<file path="config.mk">
export PLATFORM = sky130hd
export DESIGN_NAME = deque_with_delete_max_top
export DESIGN_NICKNAME = d
export VERILOG_FILES = /design/src/sv/deq_pkg.sv /design/src/sv/deque_with_delete_max_top.sv /design/src/sv/deq_cell.sv /design/src/sv/deq_mean_div.sv
export SDC_FILE = /design/constraint.sdc
export NUM_CORES = 2
export LEC_CHECK = 0
export BUFFER_PORTS_ARGS = -buffer_cell sky130_fd_sc_hd__buf_4
export CAP_MARGIN = 20
export CORE_ASPECT_RATIO = 1.75
export CORE_MARGIN = 2
export CORE_UTILIZATION = 34
export DETAILED_ROUTE_END_ITERATION = 8
export GPL_TIMING_DRIVEN = 0
export PLACE_DENSITY = 0.49
export SYNTH_ARGS = -nofsm -noshare
export SYNTH_HDL_FRONTEND = slang
export SYNTH_HIERARCHICAL = 1
export SYNTH_SLANG_ARGS = --single-unit
</file>
<file path="constraint.sdc">
create_clock -name clk -period 5.6 [get_ports clk]
set_input_delay 1.12 -clock clk [delete_from_list [all_inputs] [get_ports clk]]
set_output_delay 1.12 -clock clk [all_outputs]
set_load 0.01 [all_outputs]
</file>
<file path="src/sv/deq_pkg.sv">
`default_nettype none

package deq_pkg;

	localparam int DEPTH = 16;
	localparam int IDX_W = (DEPTH > 1) ? $clog2(DEPTH) : 1;
	localparam int CNT_W = $clog2(DEPTH + 1);
	localparam int SUM_W = 32 + $clog2(DEPTH);
	localparam int DIV_CNT_W = $clog2(SUM_W + 1);

	typedef logic signed [31:0] entry_t;
	typedef logic [1:0] cell_op_t;

	localparam cell_op_t CELL_HOLD = 2'd0;
	localparam cell_op_t CELL_LOAD = 2'd1;
	localparam cell_op_t CELL_SHR  = 2'd2;
	localparam cell_op_t CELL_SHL  = 2'd3;

	localparam logic [2:0] KIND_PUSH_FRONT = 3'd0;
	localparam logic [2:0] KIND_PUSH_BACK  = 3'd1;
	localparam logic [2:0] KIND_DEL_MAX    = 3'd2;
	localparam logic [2:0] KIND_AVG_FRONT  = 3'd3;
	localparam logic [2:0] KIND_READ       = 3'd4;

	localparam logic [1:0] STATUS_DONE  = 2'd0;
	localparam logic [1:0] STATUS_EMPTY = 2'd1;
	localparam logic [1:0] STATUS_FULL  = 2'd2;
	localparam logic [1:0] STATUS_RANGE = 2'd3;

	typedef struct packed {
		logic [2:0]         kind;
		logic signed [31:0] value;
		logic [3:0]         position;
	} req_t;

	typedef struct packed {
		logic signed [31:0] data;
		logic [4:0]         entry_count;
		logic [1:0]         status;
	} rsp_t;

	typedef struct packed {
		logic             start;
		logic [CNT_W-1:0] divisor;
	} div_ctl_t;

endpackage

`default_nettype wire

</file>
<file path="src/sv/deque_with_delete_max_top.sv">
// Push, read and unused kinds: the response is valid in the cycle after the request is taken.
// Delete max: the scan reads one cell per cycle, then the row shifts once.
// Average: the entries are summed, then the serial divider forms the mean.
// One request is in work at a time; a new one is taken once the response register is free.
// Reset clears the entry count and control state; cell contents stay undefined until pushed.
`default_nettype none

module deque_with_delete_max_top import deq_pkg::*; (
	input  wire logic clk,
	input  wire logic arst_n,
	input  wire logic req_valid,
	output logic      req_ready,
	input  wire req_t req,
	output logic      rsp_valid,
	input  wire logic rsp_ready,
	output rsp_t      rsp
);

	localparam logic [2:0] ST_IDLE  = 3'd0;
	localparam logic [2:0] ST_SCAN  = 3'd1;
	localparam logic [2:0] ST_SHIFT = 3'd2;
	localparam logic [2:0] ST_SUM   = 3'd3;
	localparam logic [2:0] ST_DIV   = 3'd4;

	logic [2:0]              state_q;
	logic [CNT_W-1:0]        cnt_q;
	logic [CNT_W-1:0]        idx_q;
	logic [IDX_W-1:0]        best_idx_q;
	entry_t                  best_val_q;
	logic signed [SUM_W-1:0] sum_q;
	logic signed [SUM_W-1:0] sum_next;
	logic                    rsp_valid_q;
	rsp_t                    rsp_q;

	entry_t                  cell_val [DEPTH];
	cell_op_t                cell_op  [DEPTH];
	entry_t                  load_val;
	logic [IDX_W-1:0]        rd_idx;
	entry_t                  rd_val;
	logic                    req_fire;
	logic                    full;
	logic                    empty;
	logic                    last;
	div_ctl_t                div_ctl;
	logic                    div_done;
	entry_t                  mean;

	assign req_ready = (state_q == ST_IDLE) && (!rsp_valid_q || rsp_ready);
	assign req_fire  = req_valid && req_ready;
	assign full      = cnt_q == CNT_W'(DEPTH);
	assign empty     = cnt_q == '0;
	assign last      = idx_q == cnt_q - 1'b1;

	assign rd_idx   = (state_q == ST_IDLE) ? IDX_W'(req.position) : idx_q[IDX_W-1:0];
	assign rd_val   = cell_val[rd_idx];
	assign sum_next = sum_q + SUM_W'(rd_val);
	assign load_val = (state_q == ST_DIV) ? mean : req.value;

	assign div_ctl.start   = (state_q == ST_SUM) && last;
	assign div_ctl.divisor = cnt_q;

	always_comb begin
		for (int i = 0; i < DEPTH; i++) begin
			cell_op[i] = CELL_HOLD;
			if (req_fire && !full && req.kind == KIND_PUSH_FRONT) begin
				cell_op[i] = (i == 0) ? CELL_LOAD : CELL_SHR;
			end else if (req_fire && !full && req.kind == KIND_PUSH_BACK) begin
				if (CNT_W'(i) == cnt_q) begin
					cell_op[i] = CELL_LOAD;
				end
			end else if (state_q == ST_SHIFT) begin
				if (IDX_W'(i) >= best_idx_q) begin
					cell_op[i] = CELL_SHL;
				end
			end else if (state_q == ST_DIV && div_done && i == 0) begin
				cell_op[i] = CELL_LOAD;
			end
		end
	end

	for (genvar g = 0; g < DEPTH; g++) begin : g_cell
		deq_cell u_cell (
			.clk       (clk),
			.op        (cell_op[g]),
			.load_val  (load_val),
			.left_val  ((g == 0) ? load_val : cell_val[(g == 0) ? 0 : g - 1]),
			.right_val ((g == DEPTH - 1) ? cell_val[g] : cell_val[(g == DEPTH - 1) ? g : g + 1]),
			.val       (cell_val[g])
		);
	end

	deq_mean_div u_div (
		.clk      (clk),
		.arst_n   (arst_n),
		.ctl      (div_ctl),
		.dividend (sum_next),
		.done     (div_done),
		.quotient (mean)
	);

	always_ff @(posedge clk or negedge arst_n) begin
		if (!arst_n) begin
			state_q     <= ST_IDLE;
			cnt_q       <= '0;
			rsp_valid_q <= 1'b0;
		end else begin
			if (rsp_valid_q && rsp_ready) begin
				rsp_valid_q <= 1'b0;
			end
			unique case (state_q)
				ST_IDLE: begin
					if (req_fire) begin
						case (req.kind) inside
							KIND_PUSH_FRONT, KIND_PUSH_BACK: begin
								rsp_valid_q <= 1'b1;
								if (!full) begin
									cnt_q <= cnt_q + 1'b1;
								end
							end
							KIND_DEL_MAX: begin
								if (empty) begin
									rsp_valid_q <= 1'b1;
								end else if (cnt_q == CNT_W'(1)) begin
									state_q <= ST_SHIFT;
								end else begin
									state_q <= ST_SCAN;
								end
							end
							KIND_AVG_FRONT: begin
								if (empty) begin
									rsp_valid_q <= 1'b1;
								end else begin
									state_q <= ST_SUM;
								end
							end
							default: begin
								rsp_valid_q <= 1'b1;
							end
						endcase
					end
				end
				ST_SCAN: begin
					if (last) begin
						state_q <= ST_SHIFT;
					end
				end
				ST_SHIFT: begin
					cnt_q       <= cnt_q - 1'b1;
					rsp_valid_q <= 1'b1;
					state_q     <= ST_IDLE;
				end
				ST_SUM: begin
					if (last) begin
						state_q <= ST_DIV;
					end
				end
				ST_DIV: begin
					if (div_done) begin
						rsp_valid_q <= 1'b1;
						state_q     <= ST_IDLE;
					end
				end
				default: begin
					state_q <= ST_IDLE;
				end
			endcase
		end
	end

	// Datapath registers; the control above decides when they matter.
	always_ff @(posedge clk) begin
		unique case (state_q)
			ST_IDLE: begin
				if (req_fire) begin
					idx_q      <= (req.kind == KIND_DEL_MAX) ? CNT_W'(1) : '0;
					best_idx_q <= '0;
					best_val_q <= cell_val[0];
					sum_q      <= '0;
					rsp_q.data <= '0;
					rsp_q.entry_count <= 5'(cnt_q);
					rsp_q.status      <= STATUS_DONE;
					case (req.kind) inside
						KIND_PUSH_FRONT, KIND_PUSH_BACK: begin
							if (full) begin
								rsp_q.status <= STATUS_FULL;
							end else begin
								rsp_q.entry_count <= 5'(cnt_q + 1'b1);
							end
						end
						KIND_DEL_MAX, KIND_AVG_FRONT: begin
							if (empty) begin
								rsp_q.status <= STATUS_EMPTY;
							end
						end
						KIND_READ: begin
							if (32'(req.position) >= 32'(cnt_q)) begin
								rsp_q.status <= STATUS_RANGE;
							end else begin
								rsp_q.data <= rd_val;
							end
						end
						default: begin
							rsp_q.status <= STATUS_DONE;
						end
					endcase
				end
			end
			ST_SCAN: begin
				// Strictly greater keeps the first maximum from the front.
				if (rd_val > best_val_q) begin
					best_val_q <= rd_val;
					best_idx_q <= idx_q[IDX_W-1:0];
				end
				idx_q <= idx_q + 1'b1;
			end
			ST_SHIFT: begin
				rsp_q.data        <= best_val_q;
				rsp_q.entry_count <= 5'(cnt_q - 1'b1);
			end
			ST_SUM: begin
				sum_q <= sum_next;
				idx_q <= idx_q + 1'b1;
			end
			ST_DIV: begin
				if (div_done) begin
					rsp_q.data        <= mean;
					rsp_q.entry_count <= 5'(cnt_q);
				end
			end
			default: begin
				idx_q <= idx_q;
			end
		endcase
	end

	assign rsp_valid = rsp_valid_q;
	assign rsp       = rsp_q;

	a_cnt_bound: assert property (@(posedge clk) disable iff (!arst_n)
		cnt_q <= CNT_W'(DEPTH))
		else $error("entry count above depth");

	a_rsp_free_at_finish: assert property (@(posedge clk) disable iff (!arst_n)
		((state_q == ST_DIV && div_done) || state_q == ST_SHIFT) |-> !rsp_valid_q)
		else $error("response register busy when a long request finishes");

	a_push_count: assert property (@(posedge clk) disable iff (!arst_n)
		(req_fire && !full && (req.kind == KIND_PUSH_FRONT || req.kind == KIND_PUSH_BACK))
		|=> cnt_q == $past(cnt_q) + 1'b1)
		else $error("successful push did not raise the count");

	a_shift_count: assert property (@(posedge clk) disable iff (!arst_n)
		(state_q == ST_SHIFT) |=> (cnt_q == $past(cnt_q) - 1'b1) && rsp_valid_q)
		else $error("delete max did not lower the count and respond");

	a_div_in_state: assert property (@(posedge clk) disable iff (!arst_n)
		div_done |-> state_q == ST_DIV)
		else $error("divider finished outside the average request");

endmodule

`default_nettype wire

</file>
<file path="src/sv/deq_cell.sv">
`default_nettype none

module deq_cell import deq_pkg::*; (
	input  wire logic     clk,
	input  wire cell_op_t op,
	input  wire entry_t   load_val,
	input  wire entry_t   left_val,
	input  wire entry_t   right_val,
	output entry_t        val
);

	entry_t val_q;

	always_ff @(posedge clk) begin
		case (op)
			CELL_LOAD: val_q <= load_val;
			CELL_SHR:  val_q <= left_val;
			CELL_SHL:  val_q <= right_val;
			default:   val_q <= val_q;
		endcase
	end

	assign val = val_q;

endmodule

`default_nettype wire

</file>
<file path="src/sv/deq_mean_div.sv">
`default_nettype none

module deq_mean_div import deq_pkg::*; (
	input  wire logic                    clk,
	input  wire logic                    arst_n,
	input  wire div_ctl_t                ctl,
	input  wire logic signed [SUM_W-1:0] dividend,
	output logic                         done,
	output entry_t                       quotient
);

	logic [DIV_CNT_W-1:0] step_q;
	logic                 done_q;
	logic [SUM_W-1:0]     quo_q;
	logic [CNT_W-1:0]     rem_q;
	logic [CNT_W-1:0]     div_q;
	logic                 neg_q;
	logic [CNT_W:0]       trial;
	logic                 fits;
	logic [31:0]          mag;

	// Restoring division on magnitudes, one quotient bit per cycle.
	assign trial = {rem_q, quo_q[SUM_W-1]};
	assign fits  = trial >= {1'b0, div_q};

	always_ff @(posedge clk or negedge arst_n) begin
		if (!arst_n) begin
			step_q <= '0;
			done_q <= 1'b0;
		end else begin
			done_q <= 1'b0;
			if (ctl.start) begin
				step_q <= DIV_CNT_W'(SUM_W);
			end else if (step_q != '0) begin
				step_q <= step_q - 1'b1;
				if (step_q == DIV_CNT_W'(1)) begin
					done_q <= 1'b1;
				end
			end
		end
	end

	always_ff @(posedge clk) begin
		if (ctl.start) begin
			neg_q <= dividend[SUM_W-1];
			quo_q <= dividend[SUM_W-1] ? SUM_W'(-dividend) : SUM_W'(dividend);
			rem_q <= '0;
			div_q <= ctl.divisor;
		end else if (step_q != '0) begin
			rem_q <= fits ? CNT_W'(trial - {1'b0, div_q}) : trial[CNT_W-1:0];
			quo_q <= {quo_q[SUM_W-2:0], fits};
		end
	end

	assign mag      = quo_q[31:0];
	assign quotient = neg_q ? -mag : mag;
	assign done     = done_q;

endmodule

`default_nettype wire

</file>
## Word level (Yosys, flattened, before mapping)

Index checks and enable logic that the tools add are counted.

| storage, ports and cells | value |
|---|---|
| output and inout port bits | 41 |
| bits in registers | 691 |
| memory bits (writable) | 0 |
| memory bits (read-only) | 0 |
| bits in latches | 0 |
| memories | 0 |
| bits of input ports | 43 |

| cells by class | value |
|---|---|
| eq/ne operators | 83 |
| multipliers | 0 |
| shift-type cells | 0 |
| bitwise gates (word level) | 1 |
| mux-type cells | 158 |
| $add $sub $neg | 8 |
| order comparisons | 20 |
| divide/modulo/power cells | 0 |
| reduce and logical (&&, ||, !) cells | 48 |

Operators with widths:

| cell | number |
|---|---|
| $pmux 32 s3 | 14 |
| $mux 32 | 10 |
| $pmux 32 s2 | 3 |
| $mux 36 | 4 |
| $mux 2 | 70 |
| $bmux 32 s4 | 1 |
| $pmux 37 s3 | 1 |
| $pmux 36 s2 | 1 |
| $eq 2x2->1 const B | 31 |
| $reduce_bool 3->1 | 15 |
| $eq 4x5->1 const A | 8 |
| $mux 39 | 1 |
| $mux 37 | 1 |
| $add 36x32->36 | 1 |
| $neg 36->36 | 1 |
| $eq 2x1->1 const B | 16 |
| $ge 4x4->1 const A | 8 |
| $gt 32x32->1 | 1 |
| $neg 32->32 | 1 |
| $mux 1 | 28 |
| $mux 3 | 9 |
| $mux 5 | 5 |
| $eq 3x5->1 const A | 4 |
| $pmux 5 s2 | 2 |
| other kinds (40) | 82 |

## Depth between registers and ports, before layout

| logic depth | value |
|---|---|
| word-level depth | 12 |
| depth in mapped cells | 23 |

## By module

The synthesis kept the hierarchy.

Modules (own cells, without submodules):

| module | area each (sq um) | cells each | sequential area each (sq um) | times used |
|---|---|---|---|---|
| deq_cell | 1672.9 | 140 | 960.9 | 16 |
| deque_with_delete_max_top | 13869.6 | 1278 | 3708.6 | 1 |
| deq_mean_div | 4280.4 | 482 | 1536.5 | 1 |

## Least setup slack after synthesis

No wires, ideal clock.

| timing path | value |
|---|---|
| kind | input to register |
| start point | input port req[0] (netlist bit) |
| end point | register u_div.quo_q[25], data pin |
| arrival time | 6.113 ns |
| stages | 19 |
| setup time | 0.262 ns |
| buffers on the path | 3 |
| path slack | -0.775 ns |
| path through | or4b_1 > buf_2 > nand2_4 > buf_2 > mux4_2 > mux2i_1 > mux2i_1 > ha_1 > a21o_1 > a21oi_1 > a21oi_1 > o32ai_1 > o21ai_0 > xor2_1 > or4_1 > clkbuf_1 > nor4_1 > a2111oi_0 > nand3b_1 |

| between the ends | value |
|---|---|
| word-level cells in the longest chain between the ends | 9 |

Ends and longest elaborated chain:

| item | RTL line | source |
|---|---|---|
| from (decl) | deque_with_delete_max_top.sv:13 | `input wire req_t req,` |
| $mux 4 | deque_with_delete_max_top.sv:54 | `assign rd_idx = (state_q == ST_IDLE) ? IDX_W'(req.position) : idx_q[IDX_W-1:0];` |
| $not 4->5 (not written as such) | deque_with_delete_max_top.sv:55 | `assign rd_val = cell_val[rd_idx];` |
| $bmux 32 s4 | deque_with_delete_max_top.sv:55 |  |
| $mux 32 (not written as such) (2 in a row) | deque_with_delete_max_top.sv:55 |  |
| $add 36x32->36 | deque_with_delete_max_top.sv:56 | `assign sum_next = sum_q + SUM_W'(rd_val);` |
| net sum_next[12] | deque_with_delete_max_top.sv:31 | `logic signed [SUM_W-1:0] sum_next;` |
| $neg 36->36 | deq_mean_div.sv:46 | `quo_q <= dividend[SUM_W-1] ? SUM_W'(-dividend) : SUM_W'(dividend);` |
| $mux 36 | deq_mean_div.sv:46 |  |
| $mux 36 | deq_mean_div.sv:44 | `if (ctl.start) begin` |
| to (signal assigned) | deq_mean_div.sv:46 |  |
| to (signal assigned) | deq_mean_div.sv:51 | `quo_q <= {quo_q[SUM_W-2:0], fits};` |
| to (decl) | deq_mean_div.sv:14 | `logic [SUM_W-1:0] quo_q;` |

The timed path passes the listed nets, and every way through them passes these cells. The select of a mux whose other input is x is not followed.
A chain may end at the register's enable or synchronous reset.

## Worst setup path in the final report

| timing path | value |
|---|---|
| start point | input port req[0] (netlist bit) |
| end point | register u_div.quo_q[31], data pin |

The elaborated chain is that of the path after synthesis.

==> impl_metrics.toml <==
[status]
result_of_the_run = "finished, violations left"
failing_checks = "negative setup slack"

[detailed_routing]
route.detailed.wl_per_inst_um = 27.9
ant_nets = 0
drt_iter0_drc = 2301
drc = 0
vias_per_cell = 5.56
dr_total_vias = 33516
drt_first_pass_iters = 8
totalWireLength_mm = 168

[synthesis]
async_flop_share = 0.0232
synth.cell_area_um2 = 44900
cell_variety_after_synth = 90
cell_count_after_synthesis = 4000
yosys_warnings = 6
count_of_flip_flops_with_a_built_in_enable_after_synthesis = 670
synthesized_netlist_net_count = 4133
post_synthesis_area_per_instance_um2 = 11.2
synth-seq-cells = 691
synth-seq-area-share = 0.459
synth_flop_cell = "edfxtp_1"

[sta]
setup_slack_ns = -0.586
worst-slew-pin-transition_ns = 1.25
grt_setup_unrepaired = "true"
finalHoldViolations = 0
hold-worst-slack_ns = 0.301
fmax_mhz = 162
finClkSkew_ns = 0.0316
min_period_ns = 6.19
layout_worst_path_cycle_share = 1.10
drv_slew = 0
timing.slew.headroom = 0.168
final-setup-viol-count = 25

[setup_path]
critPathCaptureType = "flop"
critical_path_arrival_ns = 6.68
timing.critical_path.fanout_max = 6
setup.worst_path.start_class = "primary input"
worstPathRequired_ns = 6.10
timing_worst_setup_path_type = "in2reg"

[job]
drv_cap = 0

[clocking]
cts-htree-levels = 3
clkSlewWorstSetupHoldPaths_ns = 0.07
cts_buffers = 72
cts_tree = "built"
clkLatencyLatePin_ns = 0.68
clock_tree.buffer_depth = 3
clockRootBuffer = "clkbuf_16"
cts_hold_buf = 0
clkSinkCount = 691

[layout]
layout.nets = 4408
highest_count_cells_in_the_layout_ignoring_fill_and_taps = "670 x edfxtp_1, 598 x nor2_1, 582 x a21oi_1, 544 x mux2i_1, 201 x buf_4"
area.sequential_um2 = 20600
final_layout_size_suffix_gt1_frac = 0.217
cell_area_after_layout_um2 = 53400
n_fill_cell = 12555
multiInputGateArea_um2 = 23600
areaGrowthSynthToFinish_pct = 18.9
mostFrequentLayoutCell = "edfxtp_1"

[global_routing]
grt-ovfl-total = 0
pin_count_of_the_biggest_net_entering_global_routing = 33
grt_first_pass_wirelength_mm = 239
first_global_vias = 34967
gr-usage-all-layers = 0.244
grt_antenna_before_repair = 1

[die]
die_area_um2 = 135000
fp-row-count = 176
io-pin-count = 84
die_span_y_um = 485
core-area_um2 = 131000
die_width_um = 279
initial_utilization = 0.342

[worst_hold_path]
worst_hold_path_type = "in2async"

[placement]
preCtsSetupSlack_ns = -3.21
portBuffers = 83
dp.final_hpwl_mm = 138
gp_congestion = 0.946
placement.cell_area_um2 = 48100
per-stage QoR:
step / setup TNS (ns) / util / std cells
after CTS: -7.73 / 0.398 / 5963
final: -8.32 / 0.407 / 6025
after detailed placement: -204.32 / 0.366 / 5792
after global placement: -465.19 / 0.364 / 5774
after global routing: -11.09 / 0.407 / 6024
after floorplan: -7.63 / - / 4000
metal layers:
metal	routed length, µm	GRT usage
met5	0	0
met4	12500	0.162
met3	5100	0.0250
met2	94500	0.484
met1	56100	0.234
critical path, cell delays in order:
cell and delay [ns]:
buf_6 0.11, or4b_4 0.47, buf_8 0.17, nand2_8 0.12, buf_12 0.17, buf_12 0.13
buf_16 0.14, mux4_2 0.52, mux2i_4 0.30, mux2i_4 0.16, ha_4 0.38, nand4_1 0.14
or3_1 0.36, o2111a_2 0.36, o31ai_4 0.32, buf_4 0.20, xor2_4 0.13, nor4_4 0.42
buf_4 0.19, nand2_1 0.13, o311a_1 0.38, a311oi_1 0.24
path summary, 6_finish.rpt:
check	cells past startpoint	to	slack, ns	startpoint
max	22	u_div/quo_q[31]	-0.59	req[0]
min	1	u_div/step_q[3]	0.30	arst_n
max reg2reg	22	u_div/quo_q[31]	-0.58	state_q[2]
min reg2reg	0	u_div/div_q[3]	0.46	cnt_q[3]
max in group asynchronous	1	state_q[0]	5.05	arst_n
min in group clk	0	u_div/div_q[3]	0.46	cnt_q[3]
final cells by class:
type | instances | area share
antenna | 2 | 0.0000937
buffer | 289 | 0.0468
clock buffer | 93 | 0.0366
clock inverter | 38 | 0.00773
inverter | 77 | 0.00541
multi-input combinational | 2930 | 0.443
sequential | 691 | 0.386
tap | 1691 | 0.0396
timing repair buffer | 214 | 0.0353
Yosys cell counts (40+ instances only):
master | number | share of area
inv_1 | 75 | 0.0063
mux4_2 | 124 | 0.062
xnor2_1 | 59 | 0.012
nor3_1 | 40 | 0.0045
ha_1 | 88 | 0.025
nand3_1 | 42 | 0.0047
edfxtp_1 | 670 | 0.45
mux2_2 | 66 | 0.017
clkbuf_1 | 144 | 0.012
o21ai_0 | 60 | 0.0067
nand2_1 | 97 | 0.0081
buf_12 | 48 | 0.021
mux2i_1 | 614 | 0.14
nor2_1 | 606 | 0.051
buf_2 | 56 | 0.0062
a21oi_1 | 596 | 0.066
logic make-up after synthesis:
logic type | count (synthesis) | synth area share
simple gates | 1021 | 0.103
xor+xnor | 89 | 0.0175
mux | 807 | 0.217
compound gates | 922 | 0.121
flops | 691 | 0.459
buf+inv | 380 | 0.0572
fa+ha+maj | 90 | 0.0254
flip-flops by register name, indices dropped and copies added (netlist names), 3 cells and up:
signal             count
best_idx_q             4
u_div/quo_q           36
u_div/step_q           6
sum_q                 36
state_q                3
cnt_q                  5
u_div/rem_q            5
g_cell.u_cell/val    512
best_val_q            32
idx_q                  5
u_div/div_q            5
rsp                   39
what timing repair did:
| action | 4_1_cts | 5_1_grt |
|---|---|---|
| hold endpoints to repair | 0 | 0 |
| setup buffers | 48 | 60 |
| pin swaps | 40 | 49 |
| endpoints found under the setup margin | 99 | 59 |
| resized for setup | 287 | 130 |
| cloned | 4 | 0 |
Power is not shown: default switching activity piles up to over one toggle a cycle in this logic, so the estimate is an artifact.
